File: src/hdl/assert_macros.svh
// Assertion macros shared by the RTL of the keyed status table.
// No dependencies; included by files that carry concurrent assertions.
`ifndef ASSERT_MACROS_SVH
`define ASSERT_MACROS_SVH

// Property must hold at every rising edge outside reset.
`define KSRT_ASSERT(lbl, clk, rst_n, prop) \
  lbl: assert property (@(posedge clk) disable iff (!rst_n) (prop)) \
    else $error("assertion failed");

// Condition must never be seen at a rising edge outside reset.
`define KSRT_NEVER(lbl, clk, rst_n, cond) \
  `KSRT_ASSERT(lbl, clk, rst_n, !(cond))

`endif

File: src/hdl/ksrt_pkg.sv
// Package of the keyed status table: action and status codes and the
// broadcast update type. No dependencies.
package ksrt_pkg;

  localparam int unsigned ActionBits = 3;
  localparam int unsigned IdBits     = 32;

  localparam logic [ActionBits-1:0] ACT_INSERT     = 3'd0;
  localparam logic [ActionBits-1:0] ACT_INSERT_ROS = 3'd1;
  localparam logic [ActionBits-1:0] ACT_COPY_CHECK = 3'd2;
  localparam logic [ActionBits-1:0] ACT_DEFER_DEL  = 3'd3;
  localparam logic [ActionBits-1:0] ACT_DEL_CHECK  = 3'd4;
  localparam logic [ActionBits-1:0] ACT_REMOVE_IF  = 3'd5;

  localparam logic [1:0] ST_NOT_SAVED = 2'd0;
  localparam logic [1:0] ST_REMOVE_ON_SAVE = 2'd1;
  localparam logic [1:0] ST_SAVED = 2'd2;
  localparam logic [1:0] ST_DELETED = 2'd3;

  // Update broadcast to every cell while busy_o is high, after the key compare.
  typedef struct packed {
    logic       insert;     // granted free cell takes the key
    logic       set_status; // matching cell takes new_status
    logic       remove;     // matching cell is freed
    logic [1:0] new_status;
  } upd_t;

endpackage

File: src/hdl/ksrt_cell.sv
// One entry of the keyed status table: valid bit, key, status, match and
// free-slot grant. Depends on ksrt_pkg.
module ksrt_cell #(
  parameter int unsigned KEY_BITS = 32
) (
  input  logic                clk_i,
  input  logic                rst_ni,
  input  logic                look_i,
  input  logic [KEY_BITS-1:0] key_i,
  input  logic                free_left_i,
  output logic                free_left_o,
  input  ksrt_pkg::upd_t      upd_i,
  input  logic                apply_i,
  output logic                hit_o,
  output logic                grant_o,
  output logic [1:0]          status_o
);

  logic                valid_q, valid_d;
  logic [KEY_BITS-1:0] key_q;
  logic [1:0]          status_q;
  logic                hit_q, grant_q;

  // The free chain: a free cell is granted only if no cell to its left is free.
  assign free_left_o = free_left_i | ~valid_q;

  always_comb begin
    valid_d = valid_q;
    if (apply_i && hit_q && upd_i.remove) begin
      valid_d = 1'b0;
    end
    if (apply_i && grant_q && upd_i.insert) begin
      valid_d = 1'b1;
    end
  end

  always_ff @(posedge clk_i or negedge rst_ni) begin
    if (!rst_ni) begin
      valid_q <= 1'b0;
      hit_q   <= 1'b0;
      grant_q <= 1'b0;
    end else begin
      valid_q <= valid_d;
      if (look_i) begin
        hit_q   <= valid_q && (key_q == key_i);
        grant_q <= ~valid_q & ~free_left_i;
      end
    end
  end

  always_ff @(posedge clk_i) begin
    if (apply_i && grant_q && upd_i.insert) begin
      key_q    <= key_i;
      status_q <= upd_i.new_status;
    end else if (apply_i && hit_q && upd_i.set_status) begin
      status_q <= upd_i.new_status;
    end
  end

  assign hit_o    = hit_q;
  assign grant_o  = grant_q;
  assign status_o = hit_q ? status_q : 2'b00;

endmodule

File: src/hdl/keyed_status_reference_table_unit.sv
// Top level of the keyed status table: a row of ksrt_cell entries plus the
// decision logic. Depends on ksrt_pkg, ksrt_cell and assert_macros.svh.
//
//  port group       direction  handshake
//  command          in         start_i, busy_o; action_i, object_id_i
//  result           out        done_o strobe; answer_o, found_o,
//                              table_full_o, odd_status_o
//
// In a transaction, the cycle of acceptance compares the key in every cell
// and ripples the free-slot chain, and the next cycle (busy_o high) decides
// and updates the cells. The result appears for one cycle after that, when
// a new transaction can already be accepted. Reset empties the table at
// once. The receiver cannot stall the result.
`include "assert_macros.svh"

module keyed_status_reference_table_unit #(
  parameter int unsigned ENTRIES  = 64,
  parameter int unsigned KEY_BITS = 32
) (
  input  logic                                clk_i,
  input  logic                                rst_ni,
  input  logic                                start_i,
  output logic                                busy_o,
  input  logic [ksrt_pkg::ActionBits-1:0]     action_i,
  input  logic [ksrt_pkg::IdBits-1:0]         object_id_i,
  output logic                                done_o,
  output logic                                answer_o,
  output logic                                found_o,
  output logic                                table_full_o,
  output logic                                odd_status_o
);

  logic                              busy_q;
  logic                              look;
  logic [ksrt_pkg::ActionBits-1:0]   action_q;
  logic [KEY_BITS-1:0]               key_in, key_q, key_cell;
  logic [ENTRIES:0]                  free_left;
  logic [ENTRIES-1:0]                hit_vec, grant_vec;
  logic [1:0]                        status_vec [ENTRIES];
  logic [1:0]                        st;
  logic                              found, any_grant;
  ksrt_pkg::upd_t                    upd;
  logic                              ans_d, full_d, odd_d;
  logic                              done_q, answer_q, found_q, full_q, odd_q;

  assign look = start_i & ~busy_q;

  if (KEY_BITS <= ksrt_pkg::IdBits) begin : g_key_narrow
    assign key_in = object_id_i[KEY_BITS-1:0];
  end else begin : g_key_wide
    assign key_in = {{(KEY_BITS - ksrt_pkg::IdBits){1'b0}}, object_id_i};
  end

  // Cells compare against the port key on acceptance and store it on update.
  assign key_cell = busy_q ? key_q : key_in;

  assign free_left[0] = 1'b0;

  for (genvar i = 0; i < ENTRIES; i++) begin : g_cell
    ksrt_cell #(
      .KEY_BITS(KEY_BITS)
    ) u_cell (
      .clk_i      (clk_i),
      .rst_ni     (rst_ni),
      .look_i     (look),
      .key_i      (key_cell),
      .free_left_i(free_left[i]),
      .free_left_o(free_left[i+1]),
      .upd_i      (upd),
      .apply_i    (busy_q),
      .hit_o      (hit_vec[i]),
      .grant_o    (grant_vec[i]),
      .status_o   (status_vec[i])
    );
  end

  always_comb begin
    st = 2'b00;
    for (int i = 0; i < ENTRIES; i++) begin
      st = st | status_vec[i];
    end
  end

  assign found     = |hit_vec;
  assign any_grant = |grant_vec;

  always_comb begin
    upd    = '0;
    ans_d  = 1'b0;
    full_d = 1'b0;
    odd_d  = 1'b0;
    case (action_q)
      ksrt_pkg::ACT_INSERT, ksrt_pkg::ACT_INSERT_ROS: begin
        if (found) begin
          odd_d = 1'b1;
        end else if (!any_grant) begin
          full_d = 1'b1;
        end else begin
          upd.insert     = 1'b1;
          upd.new_status = (action_q == ksrt_pkg::ACT_INSERT) ?
                           ksrt_pkg::ST_NOT_SAVED : ksrt_pkg::ST_REMOVE_ON_SAVE;
        end
      end
      ksrt_pkg::ACT_COPY_CHECK: begin
        ans_d = 1'b1;
        if (found && st == ksrt_pkg::ST_NOT_SAVED) begin
          upd.set_status = 1'b1;
          upd.new_status = ksrt_pkg::ST_SAVED;
          ans_d          = 1'b0;
        end else if (found && st == ksrt_pkg::ST_REMOVE_ON_SAVE) begin
          upd.remove = 1'b1;
          ans_d      = 1'b0;
        end
      end
      ksrt_pkg::ACT_DEFER_DEL: begin
        if (found) begin
          ans_d          = 1'b1;
          odd_d          = (st != ksrt_pkg::ST_SAVED);
          upd.set_status = 1'b1;
          upd.new_status = ksrt_pkg::ST_DELETED;
        end
      end
      ksrt_pkg::ACT_DEL_CHECK: begin
        if (found) begin
          ans_d      = (st != ksrt_pkg::ST_SAVED);
          odd_d      = (st == ksrt_pkg::ST_REMOVE_ON_SAVE);
          upd.remove = 1'b1;
        end
      end
      ksrt_pkg::ACT_REMOVE_IF: begin
        if (found) begin
          ans_d      = 1'b1;
          upd.remove = 1'b1;
        end
      end
      default: begin
        upd = '0;
      end
    endcase
  end

  always_ff @(posedge clk_i or negedge rst_ni) begin
    if (!rst_ni) begin
      busy_q <= 1'b0;
      done_q <= 1'b0;
    end else begin
      busy_q <= look;
      done_q <= busy_q;
    end
  end

  always_ff @(posedge clk_i) begin
    if (look) begin
      action_q <= action_i;
      key_q    <= key_in;
    end
    if (busy_q) begin
      answer_q <= ans_d;
      found_q  <= found;
      full_q   <= full_d;
      odd_q    <= odd_d;
    end
  end

  assign busy_o       = busy_q;
  assign done_o       = done_q;
  assign answer_o     = answer_q;
  assign found_o      = found_q;
  assign table_full_o = full_q;
  assign odd_status_o = odd_q;

  `KSRT_ASSERT(a_busy_then_done, clk_i, rst_ni, busy_q |=> done_q && !busy_q)
  `KSRT_ASSERT(a_hit_onehot, clk_i, rst_ni, busy_q |-> $onehot0(hit_vec))
  `KSRT_ASSERT(a_grant_onehot, clk_i, rst_ni, busy_q |-> $onehot0(grant_vec))
  `KSRT_NEVER(a_full_and_found, clk_i, rst_ni, done_q && full_q && found_q)

endmodule
File: config.mk
export PLATFORM = sky130hd
export DESIGN_NAME = keyed_status_reference_table_unit
export DESIGN_NICKNAME = d
export VERILOG_FILES = /design/src/hdl/ksrt_pkg.sv /design/src/hdl/ksrt_cell.sv /design/src/hdl/keyed_status_reference_table_unit.sv
export VERILOG_INCLUDE_DIRS = /design/src /design/src/hdl
export SDC_FILE = /design/constraint.sdc
export NUM_CORES = 2
export LEC_CHECK = 0
export BUFFER_PORTS_ARGS = -buffer_cell sky130_fd_sc_hd__buf_2
export CAP_MARGIN = 25
export CORE_MARGIN = 2
export CORE_UTILIZATION = 45
export DETAILED_ROUTE_END_ITERATION = 7
export GPL_TIMING_DRIVEN = 1
export SLEW_MARGIN = 25
export SYNTH_ARGS = -nofsm -noshare
export SYNTH_HDL_FRONTEND = slang
export SYNTH_SLANG_ARGS = --single-unit
File: constraint.sdc
create_clock -name clk_i -period 11.04 [get_ports clk_i]
set_input_delay 2.76 -clock clk_i [delete_from_list [all_inputs] [get_ports clk_i]]
set_output_delay 2.76 -clock clk_i [all_outputs]
set_load 0.02 [all_outputs]
* Yosys cells after proc, flatten, opt, wreduce, memory -nomap -nowiden
Index checks and enable logic that the tools add are counted.
** Cells by class
- Muxes and demuxes :: 343
- Bitwise gates (word level) :: 317
- Equality and inequality tests :: 71
- Reduce and logical (&&, ||, !) cells :: 522
** Operator list (count)
- == test 32 bit :: 64
- two-way mux 2 bit :: 194
- logical AND 1 bit :: 386
- nonzero test 2 bit :: 128
- two-way mux 1 bit :: 143
- NOT 1 bit :: 128
- OR reduction 64 bit :: 2
- bitwise OR 2 bit :: 63
- OR reduction 65 bit :: 1
- bitwise AND 1 bit :: 64
- bitwise OR 1 bit :: 62
- two-way mux 32 bit :: 1
- == test 3 x 2 -> 1 bit (second input constant) :: 2
- == test 3 bit (second input constant) :: 2
- one-hot mux 1 bit (3 select lines) :: 2
- one-hot mux 2 bit (3 select lines) :: 1
- OR reduction 2 bit :: 3
- one-hot mux 1 bit (2 select lines) :: 2
- == test 3 x 1 -> 1 bit (second input constant) :: 1
- logical NOT 3 bit :: 1
- == test 2 x 1 -> 1 bit (second input constant) :: 1
- logical NOT 2 bit :: 1
- inequality test 2 bit (second input constant) :: 1
** Word-level totals
- Word-level logic and storage cells :: 1581
- Output and inout bits :: 6
- Bits in registers :: 2409
- Bits of input ports :: 38

* Logic depth before layout (Yosys ltp)
- Word-level depth :: 72
- Mapped depth :: 12
- Gate-level depth less buffers :: 7

* By module
From an unflattened synthesis, not the netlist that was laid out.
** Unflattened totals
- Cell total of the unflattened synthesis :: 6214
- Area, all modules :: 99997.2 µm²
** By module, submodules not included
- ksrt_cell :: cells each 94, area an instance 1525.2 µm², sequential area each 1096.1 µm², instances 64
- keyed_status_reference_table_unit :: cells each 198, area an instance 2383.5 µm², sequential area each 1221.2 µm², instances 1

* Least setup slack after synthesis
OpenSTA, ideal clock, no wires.
- Path kind :: input to register
- Start point :: in start_i
- End point :: reg action_q[0] (netlist name), enable pin
- Stages :: 5
- Library setup time :: 0.414 ns
- Path buffers :: 3
- Arrival time :: 4.719 ns
- Data required time :: 10.626 ns
- Setup slack :: 5.907 ns
- Cells stage by stage :: nand2b_1 > inv_1 > clkbuf_1 > buf_1 > clkbuf_1
** On the way
- Cells in the longest elaborated chain, start to end :: 1
** Ends and longest elaborated chain
- start, declared :: RTL line keyed_status_reference_table_unit.sv:22 : input logic start_i,
- bitwise AND 1 bit :: RTL line keyed_status_reference_table_unit.sv:46 : assign look = start_i & ~busy_q;
- via g_cell[0].u_cell.look_i :: RTL line ksrt_cell.sv:8 : input logic look_i,
- end signal, assigned :: RTL line keyed_status_reference_table_unit.sv:154 : action_q <= action_i;
- end, declared :: RTL line keyed_status_reference_table_unit.sv:35 : logic [ksrt_pkg::ActionBits-1:0] action_q;
The timed path passes the listed nets, and every way through them passes these cells.
A chain may end at the register's enable or synchronous reset.

* Final worst setup path
- Start point :: in object_id_i[10] (netlist name)
- End point :: reg g_cell[28].u_cell.hit_q
** On the way
- Cells in the longest elaborated chain, start to end :: 3
** Ends and longest elaborated chain
- start, declared :: RTL line keyed_status_reference_table_unit.sv:25 : input logic [ksrt_pkg::IdBits-1:0] object_id_i,
- two-way mux 32 bit :: RTL line keyed_status_reference_table_unit.sv:55 : assign key_cell = busy_q ? key_q : key_in;
- == test 32 bit :: RTL line ksrt_cell.sv:45 : hit_q <= valid_q && (key_q == key_i);
- logical AND 1 bit :: RTL line ksrt_cell.sv:45
- end signal, assigned :: RTL line ksrt_cell.sv:45
- end, declared :: RTL line ksrt_cell.sv:22 : logic hit_q, grant_q;
No other way between the ends.

==> impl_results.md <==
- Sequential Area: 71400 um^2
- Initial Util: 45.2%
- Largest stage delay, worst path: 0.67 ns
- Total power: 20.6 mW
- Hold_buf cts: 0
- Setup TNS: 0 ns
- Synth Area in Simple Gates: 6.35%
- Sink Count: 2409
- Multi-input gate area: 28000 um^2
- Clk Latency, worst-skew pair: 0.93 ns
- Fin nets: 6742
- Synth Area in XOR/XNOR: 17.4%
- Yosys cell types: 61
- Area delta synth->final: 12.2%
- Largest area contributor in the netlist: edfxtp_1
- Period Utilization, post-route: 50.9%
- First-pass GRT wire length: 487000 um
- Synth Register Bits: 2409
- Final instance area: 114000 um^2
- Iter 0 DRT Violations: 10.4k
- Total number of vias: 61.8k
- Top post-synthesis cells by area: edfxtp_1, xnor2_1, xor2_1, dfrtp_1, nor4_1
- Slew headroom: 17.1%
- Worst path slowest cell: nor4_1
- RSZ-0062 raised after global routing: false
- Critical Path RT: 11.87 ns
- Fin crit period: 5.62 ns
- Chip Width: 479 um
- Port Buffer Count: 43
- Reg clk slew, reported paths: 0.06 ns
- Arr. time, crit path: 6.45 ns
- Compound-Gate Fraction of Synth Area: 3.05%
- Worst-path maximum fanout: 15
- DP Area: 106000 um^2
- WL final: 357000 um
- Max-slew violation count: 0
- WL met3: 39600 um
- Layout cells sized above 1: 10.3%
- Routed WL per cell: 36.1 um
- Avg Vias per Cell: 6.25
- Top cell type's share of synthesized area: 65.6%
- Largest net degree at the start of global routing: 86
- Worst clock skew: 0.0604 ns
- Top FF cell, synth: edfxtp_1
- Clock Path Buffers: 4
- Adder-cell area share of the yosys netlist: 0.0370%
- Commonest non-fill, non-tap cell in the layout: edfxtp_1
- Die ar.: 229000 um^2
- Layout Cells excl Fill: 9885
- Crit path cell chain: buf_2 > mux2i_4 > buf_4 > buf_4 > xnor2_1 > nor4_1 > buf_4 > nand4_1 > or4_1 > o22ai_1
- Crit Path Class: in2reg
- Rows: 174
- HPWL Detailed: 188000 um
- Startpoint types: primary input
- Initial antenna violation count: 38
- FMAX: 178 MHz
- Final setup violation count: 0
- Hold Violations, Final: 0
- CTS tree: built
- Post-CTS sizing: 0
- Synth Cell Area: 101000 um^2
- Register area share after synthesis: 70.3%
- GRT overflow: 0
- Syn Nets: 6547
- Met2 Wirelength: 166000 um
- Hold Crit Class: reg2reg
- Die Height: 479 um
- Max IR drop VDD: 117 uV
- Met1 WL: 139000 um
- GPL Wtd Cong: 0.974
- Synth warn: 0
- Antenna-violating nets left: 0
- Core area: 224000 um^2
- Max Cap Violations: 0
- Placed insts: 9414
- Post-synth EDFFs: 2215
- GR Util All Layers: 30.7%
- Asr flop ratio synth: 8.05%
- CTS Buf Count: 276
- Residual DRC: 0
- Worst-margin pin slew: 1.24 ns
- Outcome: finished clean
- Mux contribution to synthesized area: 0.381%
- Drt first pass iters: 8
- Largest family of logic cells by synthesized area: XOR/XNOR gates
- Post-CTS Setup Inserts: 0
- H-tree Lvls: 5
- Leakage: 36.1 nW
- Commonest non-fill, non-tap cells in the layout: edfxtp_1, xnor2_1, xor2_1
- Power Density: 181 nW/um^2
- Vias in the first global route: 57.5k
- Synthesized area per cell: 15.6 um^2
- Crit. End Element: flop
- Filler instances: 18.5k
- Top cell by count, worst path: buf_4
- Syn Inst Count: 6506
- IO Count: 44
- DR top layer: met5
- CTS root buf: clkbuf_16
==> cell type report <==
type	instances	share of cell area (%)
sequential	2409	62.7
multi-input combinational	3619	24.6
clock buffer	381	6.73
tap	2992	3.29
timing repair buffer	224	1.65
inverter	171	0.649
clock inverter	80	0.422
antenna	9	0.0198
==> flip-flops by register name, summed over array words and instances, names as in the netlist, 3 cells and up <==
name,flops
g_cell.u_cell.key_q,2048
g_cell.u_cell.status_q,128
g_cell.u_cell.grant_o,64
action_q,3
g_cell.u_cell.valid_q,64
key_q,32
g_cell.u_cell.hit_o,64
==> report_power, final <==
group | internal [mW] | leakage (nW) | total (mW) | switching, mW
clock network | 4.93 | 3.98 | 8.48 | 3.55
logic | 0.467 | 9.55 | 1.96 | 1.50
registers | 10.1 | 22.6 | 10.1 | 0.0416
total | 15.5 | 36.1 | 20.6 | 5.09
==> through the flow <==
step | setup slack, ns | utilization [%] | hold WS [ns]
finish | 5.42 | 50.7 | 0.519
global route | 5.40 | 50.7 | 0.527
CTS | 5.61 | 50.7 | 0.514
detailed placement | 4.64 | 47.1 | 0.501
global placement | 4.62 | 47.1 | 0.488
floorplan | 5.91 | - | 0.458
==> cells in the mapped netlist, types with 6 or more instances <==
master and instances:
a21oi_1 8, a221oi_1 26, or4_1 50, nor2_1 15
a22o_1 25, buf_2 115, o2111ai_1 6, edfxtp_1 2215
o21ai_1 22, nand2b_1 12, clkbuf_1 58, xor2_1 794
nand2_1 235, dfrtp_1 194, nand3_1 87, o22ai_1 67
o21ai_0 147, mux2i_1 26, a22oi_1 17, o31ai_2 49
xnor2_1 1219, o31ai_1 44, buf_1 8, nor4_1 404
buf_6 25, nand4_1 280, inv_1 170, or3_1 7
nor3_1 26, buf_4 101
==> worst max-delay path: cells and delay by family <==
| family | cells | cell delay [ns] |
|---|---|---|
| AND/OR/NAND/NOR | 3 | 1.39 |
| AO/OA/AOI/OAI | 1 | 0.12 |
| multiplexers | 1 | 0.60 |
| buffers and inverters | 4 | 1.42 |
| XOR/XNOR | 1 | 0.11 |
==> logic make-up (layout without fill, tap and decap cells) <==
group / count (synthesis) / after routing
compound gates: 436 / 436
xor+xnor: 2013 / 2013
fa+ha+maj: 3 / 3
buf+inv: 478 / 856
flops: 2409 / 2409
mux: 32 / 32
other cells: 0 / 9
simple gates: 1135 / 1135
==> per-layer routing <==
layer	vias to the layer above	track usage, %
li1	24466	-
met1	32218	43.4
met2	4363	48.8
met3	726	4.89
met4	8	9.70
met5	-	0
==> path summary, 6_finish.rpt <==
path	start	to	slack, ns	depth (start not counted)
worst max-delay path	object_id_i[10]	g_cell[28].u_cell.hit_o	5.42	10
worst min-delay path	g_cell[21].u_cell.grant_o	g_cell[21].u_cell.grant_o	0.52	2
worst max register to register	busy_o	g_cell[28].u_cell.hit_o	5.56	10
worst min register to register	g_cell[21].u_cell.grant_o	g_cell[21].u_cell.grant_o	0.52	2
max in group asynchronous	rst_ni	g_cell[60].u_cell.hit_o	7.46	2
min in group asynchronous	rst_ni	done_o	1.90	1
(Power assumes the default switching activity.)
